### config.mk
export PLATFORM = sky130hd
export DESIGN_NAME = whole_word_replace_stream
export DESIGN_NICKNAME = d
export VERILOG_FILES = /design/src/rtl/wwr_pkg.sv /design/src/rtl/wwr_front.sv /design/src/rtl/wwr_back.sv /design/src/rtl/wwr_out_fifo.sv /design/src/rtl/whole_word_replace_stream.sv
export VERILOG_INCLUDE_DIRS = /design/src /design/src/rtl
export SDC_FILE = /design/constraint.sdc
export NUM_CORES = 1
export LEC_CHECK = 0
export BUFFER_PORTS_ARGS = -buffer_cell sky130_fd_sc_hd__buf_2
export CORE_MARGIN = 2
export CORE_UTILIZATION = 30
export CTS_CLUSTER_SIZE = 14
export DETAILED_ROUTE_END_ITERATION = 10
export PLACE_DENSITY = 0.5
export REMOVE_ABC_BUFFERS = 1
export SYNTH_ARGS = -nofsm -noshare
export SYNTH_HDL_FRONTEND = slang
export SYNTH_SLANG_ARGS = --single-unit
export TNS_END_PERCENT = 1
### constraint.sdc
create_clock -name clk -period 5.3 [get_ports clk]
set_input_delay 1.59 -clock clk [delete_from_list [all_inputs] [get_ports clk]]
set_output_delay 1.59 -clock clk [all_outputs]
set_load 0.02 [all_outputs]
### src/rtl/assert_macros.svh
// Assertion helpers for the RTL file that carries checks.
`ifndef ASSERT_MACROS_SVH
`define ASSERT_MACROS_SVH

// The condition must never be true at a clock edge outside reset.
`define ASSERT_NEVER(label, clk, rst_n, cond, msg) \
	label: assert property (@(posedge clk) disable iff (!(rst_n)) !(cond)) \
		else $error(msg);

// When the trigger is true, the check must be true in the following cycle.
`define ASSERT_NEXT(label, clk, rst_n, trig, chk, msg) \
	label: assert property (@(posedge clk) disable iff (!(rst_n)) (trig) |=> (chk)) \
		else $error(msg);

`endif

### src/rtl/wwr_pkg.sv
`default_nettype none
package wwr_pkg;

	localparam int WORD_MAX_DEF = 8;
	localparam int ITEM_Q_DEPTH = 2;
	localparam int OUT_Q_DEPTH  = 4;

	localparam logic [7:0] CH_UPPER_A = 8'h41;
	localparam logic [7:0] CH_UPPER_Z = 8'h5A;
	localparam logic [7:0] CH_LOWER_A = 8'h61;
	localparam logic [7:0] CH_LOWER_Z = 8'h7A;

	typedef enum logic [1:0] {
		REG_FIND_WORD      = 2'd0,
		REG_FIND_LENGTH    = 2'd1,
		REG_REPLACE_WORD   = 2'd2,
		REG_REPLACE_LENGTH = 2'd3
	} reg_index_t;

	// One text byte as it travels from the front to the back.
	typedef struct packed {
		logic [7:0] data;
		logic       tail;
		logic       letter;
	} item_t;

	// One byte of rewritten text.
	typedef struct packed {
		logic [7:0] data;
		logic       last;
	} out_item_t;

	typedef struct packed {
		logic [63:0] find_word;
		logic [3:0]  find_len;
		logic [63:0] replace_word;
		logic [3:0]  replace_len;
		logic        clear;
	} cfg_t;

	typedef struct packed {
		logic       idle;
		logic [3:0] win_count;
	} bk_status_t;

	function automatic logic is_letter(input logic [7:0] b);
		return ((b >= CH_UPPER_A) && (b <= CH_UPPER_Z)) ||
		       ((b >= CH_LOWER_A) && (b <= CH_LOWER_Z));
	endfunction

	function automatic logic [7:0] word_byte(input logic [63:0] w, input logic [2:0] i);
		return w[{i, 3'b000} +: 8];
	endfunction

endpackage
`default_nettype wire

### src/rtl/wwr_front.sv
`default_nettype none
module wwr_front (
	input  wire logic          clk,
	input  wire logic          arst_n,
	input  wire logic          push,
	output logic               full,
	input  wire logic [7:0]    text_byte,
	input  wire logic          text_end,
	output wwr_pkg::item_t     item,
	output logic               item_valid,
	input  wire logic          item_take
);

	localparam int D  = wwr_pkg::ITEM_Q_DEPTH;
	localparam int PW = (D > 1) ? $clog2(D) : 1;
	localparam int CW = $clog2(D + 1);

	wwr_pkg::item_t q_q [D];
	logic [PW-1:0]  wr_ptr_q;
	logic [PW-1:0]  rd_ptr_q;
	logic [CW-1:0]  cnt_q;
	logic           acc;
	wwr_pkg::item_t in_item;

	assign full       = (cnt_q == CW'(D));
	assign item_valid = (cnt_q != '0);
	assign acc        = push && !full;
	assign item       = q_q[rd_ptr_q];

	// Letter class is worked out on entry so the back sees it ready.
	always_comb begin
		in_item.data   = text_byte;
		in_item.tail   = text_end;
		in_item.letter = wwr_pkg::is_letter(text_byte);
	end

	always_ff @(posedge clk or negedge arst_n) begin
		if (!arst_n) begin
			wr_ptr_q <= '0;
			rd_ptr_q <= '0;
			cnt_q    <= '0;
		end else begin
			if (acc) begin
				wr_ptr_q <= (wr_ptr_q == PW'(D - 1)) ? '0 : wr_ptr_q + 1'b1;
			end
			if (item_take) begin
				rd_ptr_q <= (rd_ptr_q == PW'(D - 1)) ? '0 : rd_ptr_q + 1'b1;
			end
			if (acc && !item_take) begin
				cnt_q <= cnt_q + 1'b1;
			end else if (!acc && item_take) begin
				cnt_q <= cnt_q - 1'b1;
			end
		end
	end

	always_ff @(posedge clk) begin
		if (acc) begin
			q_q[wr_ptr_q] <= in_item;
		end
	end

endmodule
`default_nettype wire

### src/rtl/wwr_back.sv
`default_nettype none
module wwr_back #(
	parameter int WORD_MAX = wwr_pkg::WORD_MAX_DEF
) (
	input  wire logic            clk,
	input  wire logic            arst_n,
	input  wire wwr_pkg::cfg_t   cfg,
	input  wire wwr_pkg::item_t  item,
	input  wire logic            item_valid,
	output logic                 item_take,
	output logic                 out_push,
	output wwr_pkg::out_item_t   out_item,
	input  wire logic            out_full,
	output wwr_pkg::bk_status_t  status
);

	localparam int DEPTH = WORD_MAX + 1;
	localparam int CW    = $clog2(WORD_MAX + 2);
	localparam int WIW   = $clog2(DEPTH);
	localparam int RW    = (WORD_MAX > 1) ? $clog2(WORD_MAX) : 1;

	typedef enum logic [3:0] {
		ST_IDLE   = 4'b0001,
		ST_DECIDE = 4'b0010,
		ST_REPL   = 4'b0100,
		ST_FIN    = 4'b1000
	} bk_state_t;

	bk_state_t     state_q;
	logic [7:0]    win_q [DEPTH];
	logic          let_q [DEPTH];
	logic [CW-1:0] cnt_q;
	logic [RW-1:0] skip_q;
	logic [RW-1:0] idx_q;
	logic          prior_q;
	logic          end_q;
	logic          held_q;
	logic [7:0]    held_byte_q;

	logic [CW-1:0] flen;
	logic [CW-1:0] rlen;
	logic          eq_all;
	logic          hit;
	logic          skip_busy;
	logic          prod;
	logic [7:0]    pbyte;
	logic          need_push;
	logic          stall;
	logic          take_repl;

	function automatic bk_state_t after_state(input logic fl, input logic [CW-1:0] c);
		if (!fl) begin
			return ST_IDLE;
		end
		return (c != '0) ? ST_DECIDE : ST_FIN;
	endfunction

	always_comb begin
		if (cfg.find_len == 4'd0) begin
			flen = CW'(1);
		end else if (cfg.find_len > 4'(WORD_MAX)) begin
			flen = CW'(WORD_MAX);
		end else begin
			flen = CW'(cfg.find_len);
		end
		rlen = (cfg.replace_len > 4'(WORD_MAX)) ? CW'(WORD_MAX) : CW'(cfg.replace_len);
	end

	always_comb begin
		eq_all = 1'b1;
		for (int i = 0; i < WORD_MAX; i++) begin
			if ((CW'(i) < flen) && (win_q[i] != wwr_pkg::word_byte(cfg.find_word, 3'(i)))) begin
				eq_all = 1'b0;
			end
		end
		hit = (cnt_q >= flen) && !prior_q && eq_all &&
		      !((cnt_q > flen) && let_q[flen[WIW-1:0]]);
	end

	assign skip_busy = (skip_q != '0);
	assign take_repl = !skip_busy && hit && (rlen != '0);

	always_comb begin
		prod  = 1'b0;
		pbyte = win_q[0];
		case (state_q)
			ST_DECIDE: begin
				prod = !skip_busy && !hit;
			end
			ST_REPL: begin
				prod  = 1'b1;
				pbyte = wwr_pkg::word_byte(cfg.replace_word, 3'(idx_q));
			end
			default: begin
				prod = 1'b0;
			end
		endcase
	end

	// While the window is being flushed, one byte is held back so the final one can be marked.
	always_comb begin
		if (state_q == ST_FIN) begin
			need_push = held_q;
		end else begin
			need_push = prod && (!end_q || held_q);
		end
		stall         = need_push && out_full;
		out_push      = need_push && !out_full;
		out_item.data = ((state_q == ST_FIN) || end_q) ? held_byte_q : pbyte;
		out_item.last = (state_q == ST_FIN);
	end

	assign item_take = (state_q == ST_IDLE) && item_valid && !cfg.clear;

	always_ff @(posedge clk or negedge arst_n) begin
		if (!arst_n) begin
			state_q <= ST_IDLE;
			cnt_q   <= '0;
			skip_q  <= '0;
			idx_q   <= '0;
			prior_q <= 1'b0;
			end_q   <= 1'b0;
			held_q  <= 1'b0;
		end else if (cfg.clear) begin
			state_q <= ST_IDLE;
			cnt_q   <= '0;
			skip_q  <= '0;
			idx_q   <= '0;
			prior_q <= 1'b0;
			end_q   <= 1'b0;
			held_q  <= 1'b0;
		end else begin
			case (state_q)
				ST_IDLE: begin
					if (item_valid) begin
						cnt_q <= cnt_q + 1'b1;
						end_q <= item.tail;
						if (item.tail || (cnt_q == flen)) begin
							state_q <= ST_DECIDE;
						end
					end
				end
				ST_DECIDE: begin
					if (!stall) begin
						prior_q <= let_q[0];
						cnt_q   <= cnt_q - 1'b1;
						if (skip_busy) begin
							skip_q <= skip_q - 1'b1;
						end else if (hit) begin
							skip_q <= RW'(flen - 1'b1);
						end
						if (take_repl) begin
							state_q <= ST_REPL;
							idx_q   <= '0;
						end else begin
							state_q <= after_state(end_q, cnt_q - 1'b1);
						end
						if (prod && end_q) begin
							held_q <= 1'b1;
						end
					end
				end
				ST_REPL: begin
					if (!stall) begin
						if (idx_q == RW'(rlen - 1'b1)) begin
							state_q <= after_state(end_q, cnt_q);
						end else begin
							idx_q <= idx_q + 1'b1;
						end
						if (end_q) begin
							held_q <= 1'b1;
						end
					end
				end
				ST_FIN: begin
					if (!stall) begin
						state_q <= ST_IDLE;
						cnt_q   <= '0;
						skip_q  <= '0;
						prior_q <= 1'b0;
						end_q   <= 1'b0;
						held_q  <= 1'b0;
					end
				end
				default: begin
					state_q <= ST_IDLE;
				end
			endcase
		end
	end

	always_ff @(posedge clk) begin
		if (item_take) begin
			win_q[cnt_q[WIW-1:0]] <= item.data;
			let_q[cnt_q[WIW-1:0]] <= item.letter;
		end else if ((state_q == ST_DECIDE) && !stall) begin
			for (int i = 0; i < DEPTH - 1; i++) begin
				win_q[i] <= win_q[i + 1];
				let_q[i] <= let_q[i + 1];
			end
		end
		if (!stall && prod && end_q) begin
			held_byte_q <= pbyte;
		end
	end

	assign status.idle      = (state_q == ST_IDLE);
	assign status.win_count = 4'(cnt_q);

endmodule
`default_nettype wire

### src/rtl/wwr_out_fifo.sv
`default_nettype none
module wwr_out_fifo (
	input  wire logic                clk,
	input  wire logic                arst_n,
	input  wire logic                wr_en,
	input  wire wwr_pkg::out_item_t  wr_data,
	output logic                     full,
	output logic                     empty,
	input  wire logic                pop,
	output logic [7:0]               out_byte,
	output logic                     out_last
);

	localparam int D  = wwr_pkg::OUT_Q_DEPTH;
	localparam int PW = (D > 1) ? $clog2(D) : 1;
	localparam int CW = $clog2(D + 1);

	wwr_pkg::out_item_t q_q [D];
	logic [PW-1:0]      wr_ptr_q;
	logic [PW-1:0]      rd_ptr_q;
	logic [CW-1:0]      cnt_q;
	logic               wr;
	logic               rd;

	assign full     = (cnt_q == CW'(D));
	assign empty    = (cnt_q == '0);
	assign wr       = wr_en && !full;
	assign rd       = pop && !empty;
	assign out_byte = q_q[rd_ptr_q].data;
	assign out_last = q_q[rd_ptr_q].last;

	always_ff @(posedge clk or negedge arst_n) begin
		if (!arst_n) begin
			wr_ptr_q <= '0;
			rd_ptr_q <= '0;
			cnt_q    <= '0;
		end else begin
			if (wr) begin
				wr_ptr_q <= (wr_ptr_q == PW'(D - 1)) ? '0 : wr_ptr_q + 1'b1;
			end
			if (rd) begin
				rd_ptr_q <= (rd_ptr_q == PW'(D - 1)) ? '0 : rd_ptr_q + 1'b1;
			end
			if (wr && !rd) begin
				cnt_q <= cnt_q + 1'b1;
			end else if (!wr && rd) begin
				cnt_q <= cnt_q - 1'b1;
			end
		end
	end

	always_ff @(posedge clk) begin
		if (wr) begin
			q_q[wr_ptr_q] <= wr_data;
		end
	end

endmodule
`default_nettype wire

### src/rtl/whole_word_replace_stream.sv
// A byte is decided once the find length of later bytes has arrived, or at text end; its
// result is then written into the output queue. The back takes one byte per cycle while the
// window fills, then takes and decides each byte in turn; a replacement writes its bytes one
// after another, and text end adds a decide step per held byte plus a final step for the last
// byte. Writes wait while the output queue is full. Reset (arst_n low) empties both queues and
// the window, loads find_length 1 and clears the other configuration registers.
`default_nettype none
`include "assert_macros.svh"
module whole_word_replace_stream #(
	parameter int WORD_MAX = wwr_pkg::WORD_MAX_DEF
) (
	input  wire logic        clk,
	input  wire logic        arst_n,
	input  wire logic        push,
	output logic             full,
	input  wire logic [7:0]  text_byte,
	input  wire logic        text_end,
	output logic             empty,
	input  wire logic        pop,
	output logic [7:0]       out_byte,
	output logic             out_last,
	input  wire logic        cfg_we,
	input  wire logic [1:0]  cfg_index,
	input  wire logic [63:0] cfg_data
);

	// Configuration registers. A write to the search length also starts a new text, so the
	// back part gets a clear pulse in the same cycle.
	logic [63:0] find_word_q;
	logic [3:0]  find_length_q;
	logic [63:0] replace_word_q;
	logic [3:0]  replace_length_q;

	wwr_pkg::cfg_t       cfg;
	wwr_pkg::item_t      item;
	logic                item_valid;
	logic                item_take;
	logic                bo_push;
	wwr_pkg::out_item_t  bo_item;
	logic                bo_full;
	wwr_pkg::bk_status_t bk_stat;

	always_ff @(posedge clk or negedge arst_n) begin
		if (!arst_n) begin
			find_word_q      <= '0;
			find_length_q    <= 4'd1;
			replace_word_q   <= '0;
			replace_length_q <= '0;
		end else if (cfg_we) begin
			case (cfg_index)
				wwr_pkg::REG_FIND_WORD: begin
					find_word_q <= cfg_data;
				end
				wwr_pkg::REG_FIND_LENGTH: begin
					find_length_q <= cfg_data[3:0];
				end
				wwr_pkg::REG_REPLACE_WORD: begin
					replace_word_q <= cfg_data;
				end
				wwr_pkg::REG_REPLACE_LENGTH: begin
					replace_length_q <= cfg_data[3:0];
				end
				default: begin
					find_word_q <= find_word_q;
				end
			endcase
		end
	end

	always_comb begin
		cfg.find_word    = find_word_q;
		cfg.find_len     = find_length_q;
		cfg.replace_word = replace_word_q;
		cfg.replace_len  = replace_length_q;
		cfg.clear        = cfg_we && (cfg_index == wwr_pkg::REG_FIND_LENGTH);
	end

	// Front: takes input transactions, tags each byte with its letter class and queues it.
	wwr_front u_front (
		.clk        (clk),
		.arst_n     (arst_n),
		.push       (push),
		.full       (full),
		.text_byte  (text_byte),
		.text_end   (text_end),
		.item       (item),
		.item_valid (item_valid),
		.item_take  (item_take)
	);

	// Back: holds the lookahead window, decides the head byte, and writes either the byte
	// itself, the replacement word, or nothing while matched bytes are skipped.
	wwr_back #(
		.WORD_MAX (WORD_MAX)
	) u_back (
		.clk        (clk),
		.arst_n     (arst_n),
		.cfg        (cfg),
		.item       (item),
		.item_valid (item_valid),
		.item_take  (item_take),
		.out_push   (bo_push),
		.out_item   (bo_item),
		.out_full   (bo_full),
		.status     (bk_stat)
	);

	// Result queue: the back keeps working while finished bytes wait to be popped, until the queue is full.
	wwr_out_fifo u_out_fifo (
		.clk      (clk),
		.arst_n   (arst_n),
		.wr_en    (bo_push),
		.wr_data  (bo_item),
		.full     (bo_full),
		.empty    (empty),
		.pop      (pop),
		.out_byte (out_byte),
		.out_last (out_last)
	);

	`ASSERT_NEVER(a_push_when_full, clk, arst_n, bo_push && bo_full, "back wrote a full result queue")
	`ASSERT_NEVER(a_take_no_item, clk, arst_n, item_take && !item_valid, "back took a missing item")
	`ASSERT_NEVER(a_window_bound, clk, arst_n, bk_stat.win_count > 4'(WORD_MAX + 1), "window overflow")
	`ASSERT_NEXT(a_clear_window, clk, arst_n, cfg.clear, bk_stat.idle && (bk_stat.win_count == 4'd0), "length write did not clear the window")

endmodule
`default_nettype wire

* Yosys cells after proc, flatten, opt, wreduce, memory -nomap -nowiden
Memory sizes are Yosys's and may differ from the RTL's.
Cells that the tools add are included.
** Storage, ports and cells
- Register bits :: 172
- Output and inout port bits :: 11
- Input bits :: 80
- Word-level logic and storage cells :: 256
- Memories :: 4
- Bits in writable memories :: 137
** Operators by class
- Mux-type cells :: 91
- Equal/unequal tests :: 32
- Add/subtract/negate cells :: 14
- Shift operators :: 1
- Order comparisons :: 16
- Reduce and logical (&&, ||, !) cells :: 80
** Memory list
- u_back.win_q :: depth 9, bits a word 8, rd ports 9, clocked after Yosys merged registers in 0, wr ports 8, RTL line wwr_back.sv:30 : logic [7:0] win_q [DEPTH];
- u_out_fifo.q_q :: depth 4, bits a word 9, rd ports 1, clocked after Yosys merged registers in 0, wr ports 1, RTL line wwr_out_fifo.sv:18 : wwr_pkg::out_item_t q_q [D];
- u_front.q_q :: depth 2, bits a word 10, rd ports 1, clocked after Yosys merged registers in 0, wr ports 1, RTL line wwr_front.sv:18 : wwr_pkg::item_t q_q [D];
- u_back.let_q :: depth 9, bits a word 1, rd ports 10, clocked after Yosys merged registers in 0, wr ports 8, RTL line wwr_back.sv:31 : logic let_q [DEPTH];
** Operators by type and width (count)
- 4-bit two-way mux :: 22
- 8-bit inequality test :: 8
- 64-bit by 7-bit variable part select with 8-bit output :: 1
- 1-bit two-way mux :: 42
- 3-bit two-way mux :: 12
- 1-bit logical AND :: 34
- 8-bit two-way mux :: 3
- 4-bit nonzero test :: 5
- 3-bit by 1-bit inequality test with 1-bit output, second input constant :: 6
- 8-bit by 7-bit >= comparator with 1-bit output, second input constant :: 2
- 8-bit by 7-bit <= comparator with 1-bit output, second input constant :: 2
- 3-bit by 4-bit less-than comparator with 1-bit output, first input constant :: 4
- 4-bit one-hot mux with 4 select lines :: 1
- 1-bit logical NOT :: 14
- 3-bit one-hot mux with 2 select lines :: 2
- 4-bit one-hot mux with 3 select lines :: 1
- 6-bit AND reduction :: 2
- 3-bit nonzero test :: 4
- 3-bit by 1-bit subtractor with 3-bit output, second input constant :: 4
- 2-bit equality test, second input constant :: 5
- 3-bit by 2-bit inequality test with 1-bit output, second input constant :: 3
- 4-bit > comparator, second input constant :: 2
- 1-bit by 4-bit less-than comparator with 1-bit output, first input constant :: 2
- 2-bit by 4-bit less-than comparator with 1-bit output, first input constant :: 2
- 32 further kinds :: 51

* Logic depth before layout (Yosys ltp)
Gate-level depths: netlist of the first run.
- Depth in word-level cells :: 29
- Depth in mapped cells :: 15
- Depth with buffers taken out :: 15

* Hierarchy
Synthesis of the first run repeated with hierarchy kept, for this count alone.
** Unflattened totals
- Cell total of the unflattened synthesis :: 967
- Area total of the unflattened synthesis :: 15336.0 µm²
** Modules (own cells, without submodules)
- wwr_back :: area each 6965.4 µm², seq. area each 3099.2 µm², times used 1, cells each 537
- whole_word_replace_stream :: area each 5685.5 µm², seq. area each 3404.5 µm², times used 1, cells each 291
- wwr_out_fifo :: area each 1739.2 µm², seq. area each 1256.2 µm², times used 1, cells each 84
- wwr_front :: area each 945.9 µm², seq. area each 700.7 µm², times used 1, cells each 55

* Worst setup path before layout of the first run
OpenSTA, ideal clock, no wires.
- Path type :: register to register
- Start :: register find_length_q[3]
- End :: memory u_back.let_q[0], enable pin
- Clock period less this slack :: 3.868 ns
- Arrival time :: 3.481 ns
- Stages on the path, launching flop included :: 14
- Setup time :: 0.387 ns
- Path buffers :: 2
- Data required time :: 4.913 ns
- Path slack :: 1.432 ns
- Path through :: dfrtp_1 > clkinv_1 > nand2_1 > ha_1 > nor3_1 > or4_4 > or4_1 > nor4b_2 > a21o_2 > a21oi_1 > nand2b_1 > buf_2 > buf_2 > o21ai_0
** RTL lines
- start: declaration :: RTL line whole_word_replace_stream.sv:30 : logic [3:0] find_length_q;
- start signal: assignment :: RTL line whole_word_replace_stream.sv:55 : find_length_q <= cfg_data[3:0];
- end: declaration :: RTL line wwr_back.sv:31

==> flow_metrics.tcl, run 1 <==
set metrics [dict create \
    post_cts_buffers 0 \
    cp_max_fo 36 \
    ys.flop_type "dfrtp_1" \
    initial_core_util_pct 30.4 \
    routedWlPerCell_um 20.5 \
    clock.fmax_mhz 214 \
    drc 0 \
    rsz0062_at_grt "no" \
    fin_crit_ps 4670 \
    drv_slew 0 \
    grt-ovfl-total 0 \
    drive_above_1_share_pct 32.5 \
    path_clk_slew_ps 60 \
    total_power_mw 8.13 \
    grt_pass1_vias 8947 \
    cts_sinks 309 \
    clock_path_buffers 3 \
    synthArstFlopShare_pct 53.1 \
    crit_path_end_kind "register" \
    post_dp_cell_area_um2 15400 \
    syn_area_per_cell_um2 14.2 \
    cp-start-kind "register" \
    crit_start "find_length_q[3]" \
    grt_pass1_wl_um 55800 \
    fp-row-count 79 \
    clock_latency_ps 530 \
    fp.dieArea_um2 49000 \
    leakage_nw 6.22 \
    worstPathCellList "clkinv_1, nand2_1, ha_1, nor3_1, or4_4, or4_1, nor4b_2, a21o_2, a21oi_1, buf_4, nand2b_2, nand2_1" \
    crit_required_ps 5470 \
    hold_class "register to register" \
    netlist_area_um2 14200 \
    peakVddDrop_uv 254 \
    root_buffer "clkbuf_16" \
    yosys_register_bits 309 \
    finalNonFillerCells 1733 \
    relSlewSlack_pct 33.6 \
    gp_congestion 0.856 \
    hpwl_um 25800 \
    crit_slowest_cell "nand2b_2" \
    grt_use_total_pct 14.8 \
    ios 91 \
    htreeDepth 2 \
    ys.warnings.count 0 \
    final_cell_area_um2 16500 \
    ys_seq_area_share_pct 59.8 \
    fin_skew_ps 18.8 \
    portBuffers 90 \
    routed-via-count 8447 \
    cpPeakStageDelay_ps 560 \
    cpMostUsedCell "nand2_1" \
    place_inst 1670 \
    fp.dieW_um 221 \
    cts.repair.resized 0 \
    final-hold-violation-count 0 \
    cts_made_buffers 35 \
    r2r_slack_ps 630 \
    min_period_over_period_pct 88.1 \
    num_antenna_cells 0 \
    syn_inst 998 \
    dieHeight_um 221 \
    first_pass_iters 5 \
    status "finished, final reports clean" \
    area_growth_pct 16.4 \
    finalWirelength_um 35600 \
    worstReg2RegStart "find_length_q[3]" \
    crit_type "register to register" \
    crit_arrival_ps 4840 \
    hold-worst-slack_ps 490 \
    core_area_um2 46600 \
    worst-slew-pin-transition_ps 993 \
    final_antenna_net_count 0 \
    final-setup-viol-count 0 \
    maxCapViolations 0 \
    antenna_found_initial 0 \
    holdBufCountCts 0 \
    yosysUniqueCellTypes 65 \
    r2r_end "u_back.win_q[2][0]" \
    n_fill_cell 4468 \
    synth_edf_count 145 \
    grt_max_degree 96 \
    via_per_inst 4.87 \
    cp-endpoint "u_back.win_q[2][0]" \
    cts_tree "yes" \
    power.density_nw_per_um2 493 \
    nets 1198 \
    drtIter0Drc 596 \
    rr_worst_depth 12 \
]
## registers in the layout (all words and copies together), names as in the netlist, 2 cells and up
| signal | cells |
|---|---|
| replace_word_q | 64 |
| u_out_fifo.wr_ptr_q | 2 |
| u_front.cnt_q | 2 |
| u_back.skip_q | 3 |
| u_back.state_q | 4 |
| u_back.win_q | 72 |
| u_back.let_q | 9 |
| find_length_q | 4 |
| replace_length_q | 4 |
| u_back.held_byte_q | 8 |
| u_out_fifo.cnt_q | 3 |
| u_back.cnt_q | 4 |
| u_front.q_q | 20 |
| find_word_q | 64 |
| u_back.idx_q | 3 |
| u_out_fifo.rd_ptr_q | 2 |
| u_out_fifo.q_q | 36 |
## cell families (layout without fill, tap and decap cells)
kind of cell / count (synthesis) / after routing / synth area share [%]
AOI/OAI and AO/OA: 170 / 170 / 8.63
xor gates and xnor gates: 76 / 76 / 4.70
adders and majority gates: 18 / 18 / 1.64
buffers and inverters: 58 / 186 / 1.63
DFF: 309 / 309 / 59.8
muxes: 189 / 189 / 16.9
and+or+nand+nor: 178 / 178 / 6.72
## worst max-delay path, delay by kind of cell, from the launching register on
| kind | cells | cell delay, ps |
|---|---|---|
| AND/OR/NAND/NOR | 7 | 2830 |
| buffers and inverters | 2 | 490 |
| flip-flops | 1 | 440 |
| AO/OA/AOI/OAI | 2 | 360 |
| adder cells (fa/ha/maj) | 1 | 170 |
## layer usage
metal | track usage [%] | wire length, µm | up-vias | part of all wire, %
met3 | 2.63 | 1370 | 33 | 3.9
met1 | 20.8 | 17000 | 4306 | 48
met2 | 23.7 | 16700 | 165 | 47
met4 | 3.53 | 501 | 0 | 1.4
li1 | - | - | 3943 | -
met5 | 0 | 0 | - | 0
## placed cells by master, fill, tap and decap left out, types with 5 or more instances in the layout
cell type  count
and2_1         5
o21a_1        75
o21bai_2       8
buf_2         89
inv_1         14
mux4_2        25
buf_4         16
o21ai_0       19
nand2_1       49
nand3_1        8
edfxtp_1     145
nand4_1       11
mux2i_1       12
nand2b_1       6
nor2_1        38
mux2_2       152
xor2_1        48
a211oi_1       6
nand3b_1       5
nor3_1        13
nor4_1        11
dfrtp_1      162
a21oi_1       22
ha_1          17
clkbuf_16     36
xnor2_1       28
clkbuf_1      12
## cells in the mapped netlist, types with 4 or more instances
| library cell | instances | area [µm²] |
|---|---|---|
| ha_1 | 17 | 213 |
| a21oi_1 | 22 | 110 |
| a21o_1 | 4 | 30.0 |
| and2_1 | 5 | 31.3 |
| xnor2_1 | 28 | 245 |
| mux2i_1 | 12 | 120 |
| mux4_2 | 25 | 563 |
| o22ai_1 | 4 | 25.0 |
| nor4_1 | 11 | 68.8 |
| buf_2 | 11 | 55.1 |
| nand3b_1 | 5 | 37.5 |
| xor2_1 | 48 | 420 |
| nand3_1 | 8 | 40.0 |
| nand2b_1 | 7 | 43.8 |
| o21a_1 | 75 | 563 |
| o21bai_2 | 8 | 90.1 |
| inv_1 | 14 | 52.6 |
| and3_1 | 4 | 25.0 |
| nor2_1 | 38 | 143 |
| a31oi_1 | 4 | 25.0 |
| o21ai_0 | 19 | 95.1 |
| dfrtp_1 | 162 | 4050 |
| mux2_2 | 152 | 1710 |
| a211oi_1 | 6 | 45.0 |
| clkbuf_1 | 29 | 109 |
| nand4_1 | 11 | 68.8 |
| nor3_1 | 13 | 65.1 |
| nand2_1 | 49 | 184 |
| edfxtp_1 | 145 | 4350 |
## worst min-delay path by stage
stage          cells after the start                   to  slack [ps]                 from
2_1_floorplan                      1  u_out_fifo.cnt_q[2]         460  u_out_fifo.cnt_q[2]
3_3_place_gp                       1     u_front.wr_ptr_q         480     u_front.wr_ptr_q
3_5_place_dp                       1  u_out_fifo.cnt_q[2]         480  u_out_fifo.cnt_q[2]
4_1_cts                            1  u_out_fifo.cnt_q[2]         490  u_out_fifo.cnt_q[2]
5_1_grt                            1   replace_word_q[20]         500   replace_word_q[20]
6_report                           1  u_out_fifo.cnt_q[2]         490  u_out_fifo.cnt_q[2]
## where the power goes
| group | switching [mW] | total [mW] | internal [mW] |
|---|---|---|---|
| registers | 0.418 | 3.61 | 3.19 |
| logic | 1.17 | 2.16 | 0.996 |
| clock network | 0.973 | 2.36 | 1.39 |
## layout make-up
class	count	area, µm²	area share, %
Clock buffer	50	973	5.91
Clock inverter	13	136	0.827
Inverter	15	56.3	0.342
Multi-Input combinational cell	631	5480	33.3
Sequential cell	309	8460	51.3
Tap cell	607	759	4.61
Timing Repair Buffer	108	617	3.74
## through the flow
stage / TNS, ps / util, % / worst slack, ps
3_5_place_dp: 0 / 33.0 / 694
6_report: 0 / 35.4 / 631
5_1_grt: 0 / 35.4 / 269
2_1_floorplan: -178130 / - / -1730
3_3_place_gp: 0 / 33.0 / 852
4_1_cts: 0 / 35.4 / 662
Note: power is estimated with default switching activity, not from simulation.
==> run 2, diff against run 1 <==
Settings changed: RECOVER_POWER set to 25.
==> run 2 against run 1 <==
Against the previous run: clock skew down 0.57 ps; final area shrank 0.19%; the run now ends with capacitance limit, slew limit left; count of clock-buffer cells in the layout stayed put; via count rose by 0.27%; worst hold slack about the same; non-clock buffer count did not move; total power barely moved; wire length about the same; first-iteration DRC count shrank 4.9%; utilization down 0.067 points; clock power about the same.
==> flow_metrics.tcl, run 2 (synthesis gave the netlist of run 1 again) <==
set metrics [dict create \
    status "finished, violations left" \
    violations "capacitance limit, slew limit" \
    routed-via-count 8470 \
    r2r_slack_ps 620 \
    final-hold-violation-count 0 \
    crit_start "find_length_q[3]" \
    grt_pass1_vias 8947 \
    gp_congestion 0.856 \
    largestRegisters "u_back.win_q: 72 flops, find_word_q: 64 flops, replace_word_q: 64 flops" \
    routedWlPerCell_um 20.5 \
    r2r_end "u_back.win_q[2][0]" \
    crit_required_ps 5480 \
    post_cts_buffers 0 \
    path_clk_slew_ps 60 \
    cp-endpoint "u_back.win_q[2][0]" \
    ios 91 \
    hold_depth 1 \
    initial_core_util_pct 30.4 \
    cts.repair.resized 0 \
    final_cell_mix "dfrtp_1, edfxtp_1, mux2_2" \
    nets 1198 \
    via_per_inst 4.89 \
    final_cell_area_um2 16500 \
    final_antenna_net_count 0 \
    largest_reg_flops 72 \
    grt_use_total_pct 14.8 \
    finalNonFillerCells 1733 \
    first_pass_iters 5 \
    highest_layer "met4" \
    clock_path_buffers 3 \
    fp.dieArea_um2 49000 \
    clock_latency_ps 530 \
    multiInputGateArea_um2 5480 \
    portBuffers 90 \
    crit_arrival_ps 4860 \
    fin_crit_ps 4680 \
    crit_type "register to register" \
    num_antenna_cells 0 \
    n_fill_cell 4475 \
    root_buffer "clkbuf_16" \
    total_power_mw 8.13 \
    fp.dieW_um 221 \
    finalSetupTns_ps 0 \
    maxCapViolations 1 \
    drv_slew 95 \
    peakVddDrop_uv 253 \
    hold_class "register to register" \
    rsz0062_at_grt "no" \
    htreeDepth 2 \
    leakage_nw 6.18 \
    finalWirelength_um 35600 \
    fin_skew_ps 18.2 \
    final-setup-viol-count 0 \
    drtIter0Drc 567 \
    route.met2.wl_um 16800 \
    fp-row-count 79 \
    cpMostUsedCell "nand2_1" \
    cts_sinks 309 \
    worstPathCellList "clkinv_1, nand2_1, ha_1, nor3_1, or4_4, or4_1, nor4b_2, a21o_2, a21oi_1, buf_4, nand2b_2, nand2_1" \
    worst-slew-pin-transition_ps 2420 \
    hold-worst-slack_ps 490 \
    worstReg2RegStart "find_length_q[3]" \
    grt_pass1_wl_um 55800 \
    cp_max_fo 36 \
    core_area_um2 46600 \
    cp-start-kind "register" \
    post_dp_cell_area_um2 15400 \
    power.density_nw_per_um2 494 \
    crit_slowest_cell "nand2b_2" \
    min_period_over_period_pct 88.3 \
    rr_worst_depth 12 \
    wl_met3_um 1350 \
    drt-met1-wl_um 17000 \
    grt_max_degree 96 \
    fin_ws_ps 618 \
    place_inst 1670 \
    cpPeakStageDelay_ps 550 \
    dp_slack_ps 694 \
    regMostFlops "u_back.win_q" \
    seq_area_um2 8460 \
    drive_above_1_share_pct 30.6 \
    antenna_found_initial 0 \
    cts_tree "yes" \
    drc 0 \
    dieHeight_um 221 \
    grt-ovfl-total 0 \
    holdBufCountCts 0 \
    hpwl_um 25800 \
    area_growth_pct 16.2 \
    final_common_cell "dfrtp_1" \
    crit_path_end_kind "register" \
    clock.fmax_mhz 214 \
    relSlewSlack_pct -61.1 \
    cts_made_buffers 35 \
    fin_util_pct 35.3 \
]
-- run 2: changes by cell type in the layout (fill, tap and decap cells not counted) --
cell      delta
mux2_2       -9
clkbuf_2     +1
buf_4        -2
nor4b_2      -1
mux2_1       +9
nor4b_1      +1
buf_6        -1
clkbuf_1    +11
buf_2        -9
-- run 2: cell type report --
class / instances / share of cell area [%]
Clock buffer: 50 / 5.92
Tap cell: 607 / 4.62
Inverter: 15 / 0.342
Clock inverter: 13 / 0.829
Multi-Input combinational cell: 631 / 33.3
Sequential cell: 309 / 51.4
Timing Repair Buffer: 108 / 3.60
-- run 2: critical path: cells and delay by family (launching register included) --
kind | cells | cell delay [ps]
AND/OR/NAND/NOR | 7 | 2840
buffers and inverters | 2 | 490
flip-flops | 1 | 440
AO/OA/AOI/OAI | 2 | 360
adder cells (fa/ha/maj) | 1 | 170
-- run 2: per-layer routing --
layer | vias to the layer above | track usage [%]
met5 | - | 0
met4 | 0 | 3.53
met3 | 33 | 2.63
met2 | 162 | 23.7
met1 | 4337 | 20.8
li1 | 3938 | -
-- run 2: worst min-delay path by stage --
stage | end | slack (ps) | start
2_1_floorplan | u_out_fifo.cnt_q[2] | 460 | u_out_fifo.cnt_q[2]
3_3_place_gp | u_front.wr_ptr_q | 480 | u_front.wr_ptr_q
3_5_place_dp | u_out_fifo.cnt_q[2] | 480 | u_out_fifo.cnt_q[2]
4_1_cts | u_out_fifo.cnt_q[2] | 490 | u_out_fifo.cnt_q[2]
5_1_grt | replace_word_q[20] | 500 | replace_word_q[20]
6_report | u_out_fifo.cnt_q[2] | 490 | u_out_fifo.cnt_q[2]
-- run 2: report_power, final --
| part | leakage (nW) | internal [mW] | total, mW | switching [mW] |
|---|---|---|---|---|
| Combinational | 2.37 | 0.984 | 2.15 | 1.17 |
| Sequential | 3.29 | 3.19 | 3.61 | 0.417 |
| Clock | 0.532 | 1.39 | 2.37 | 0.979 |
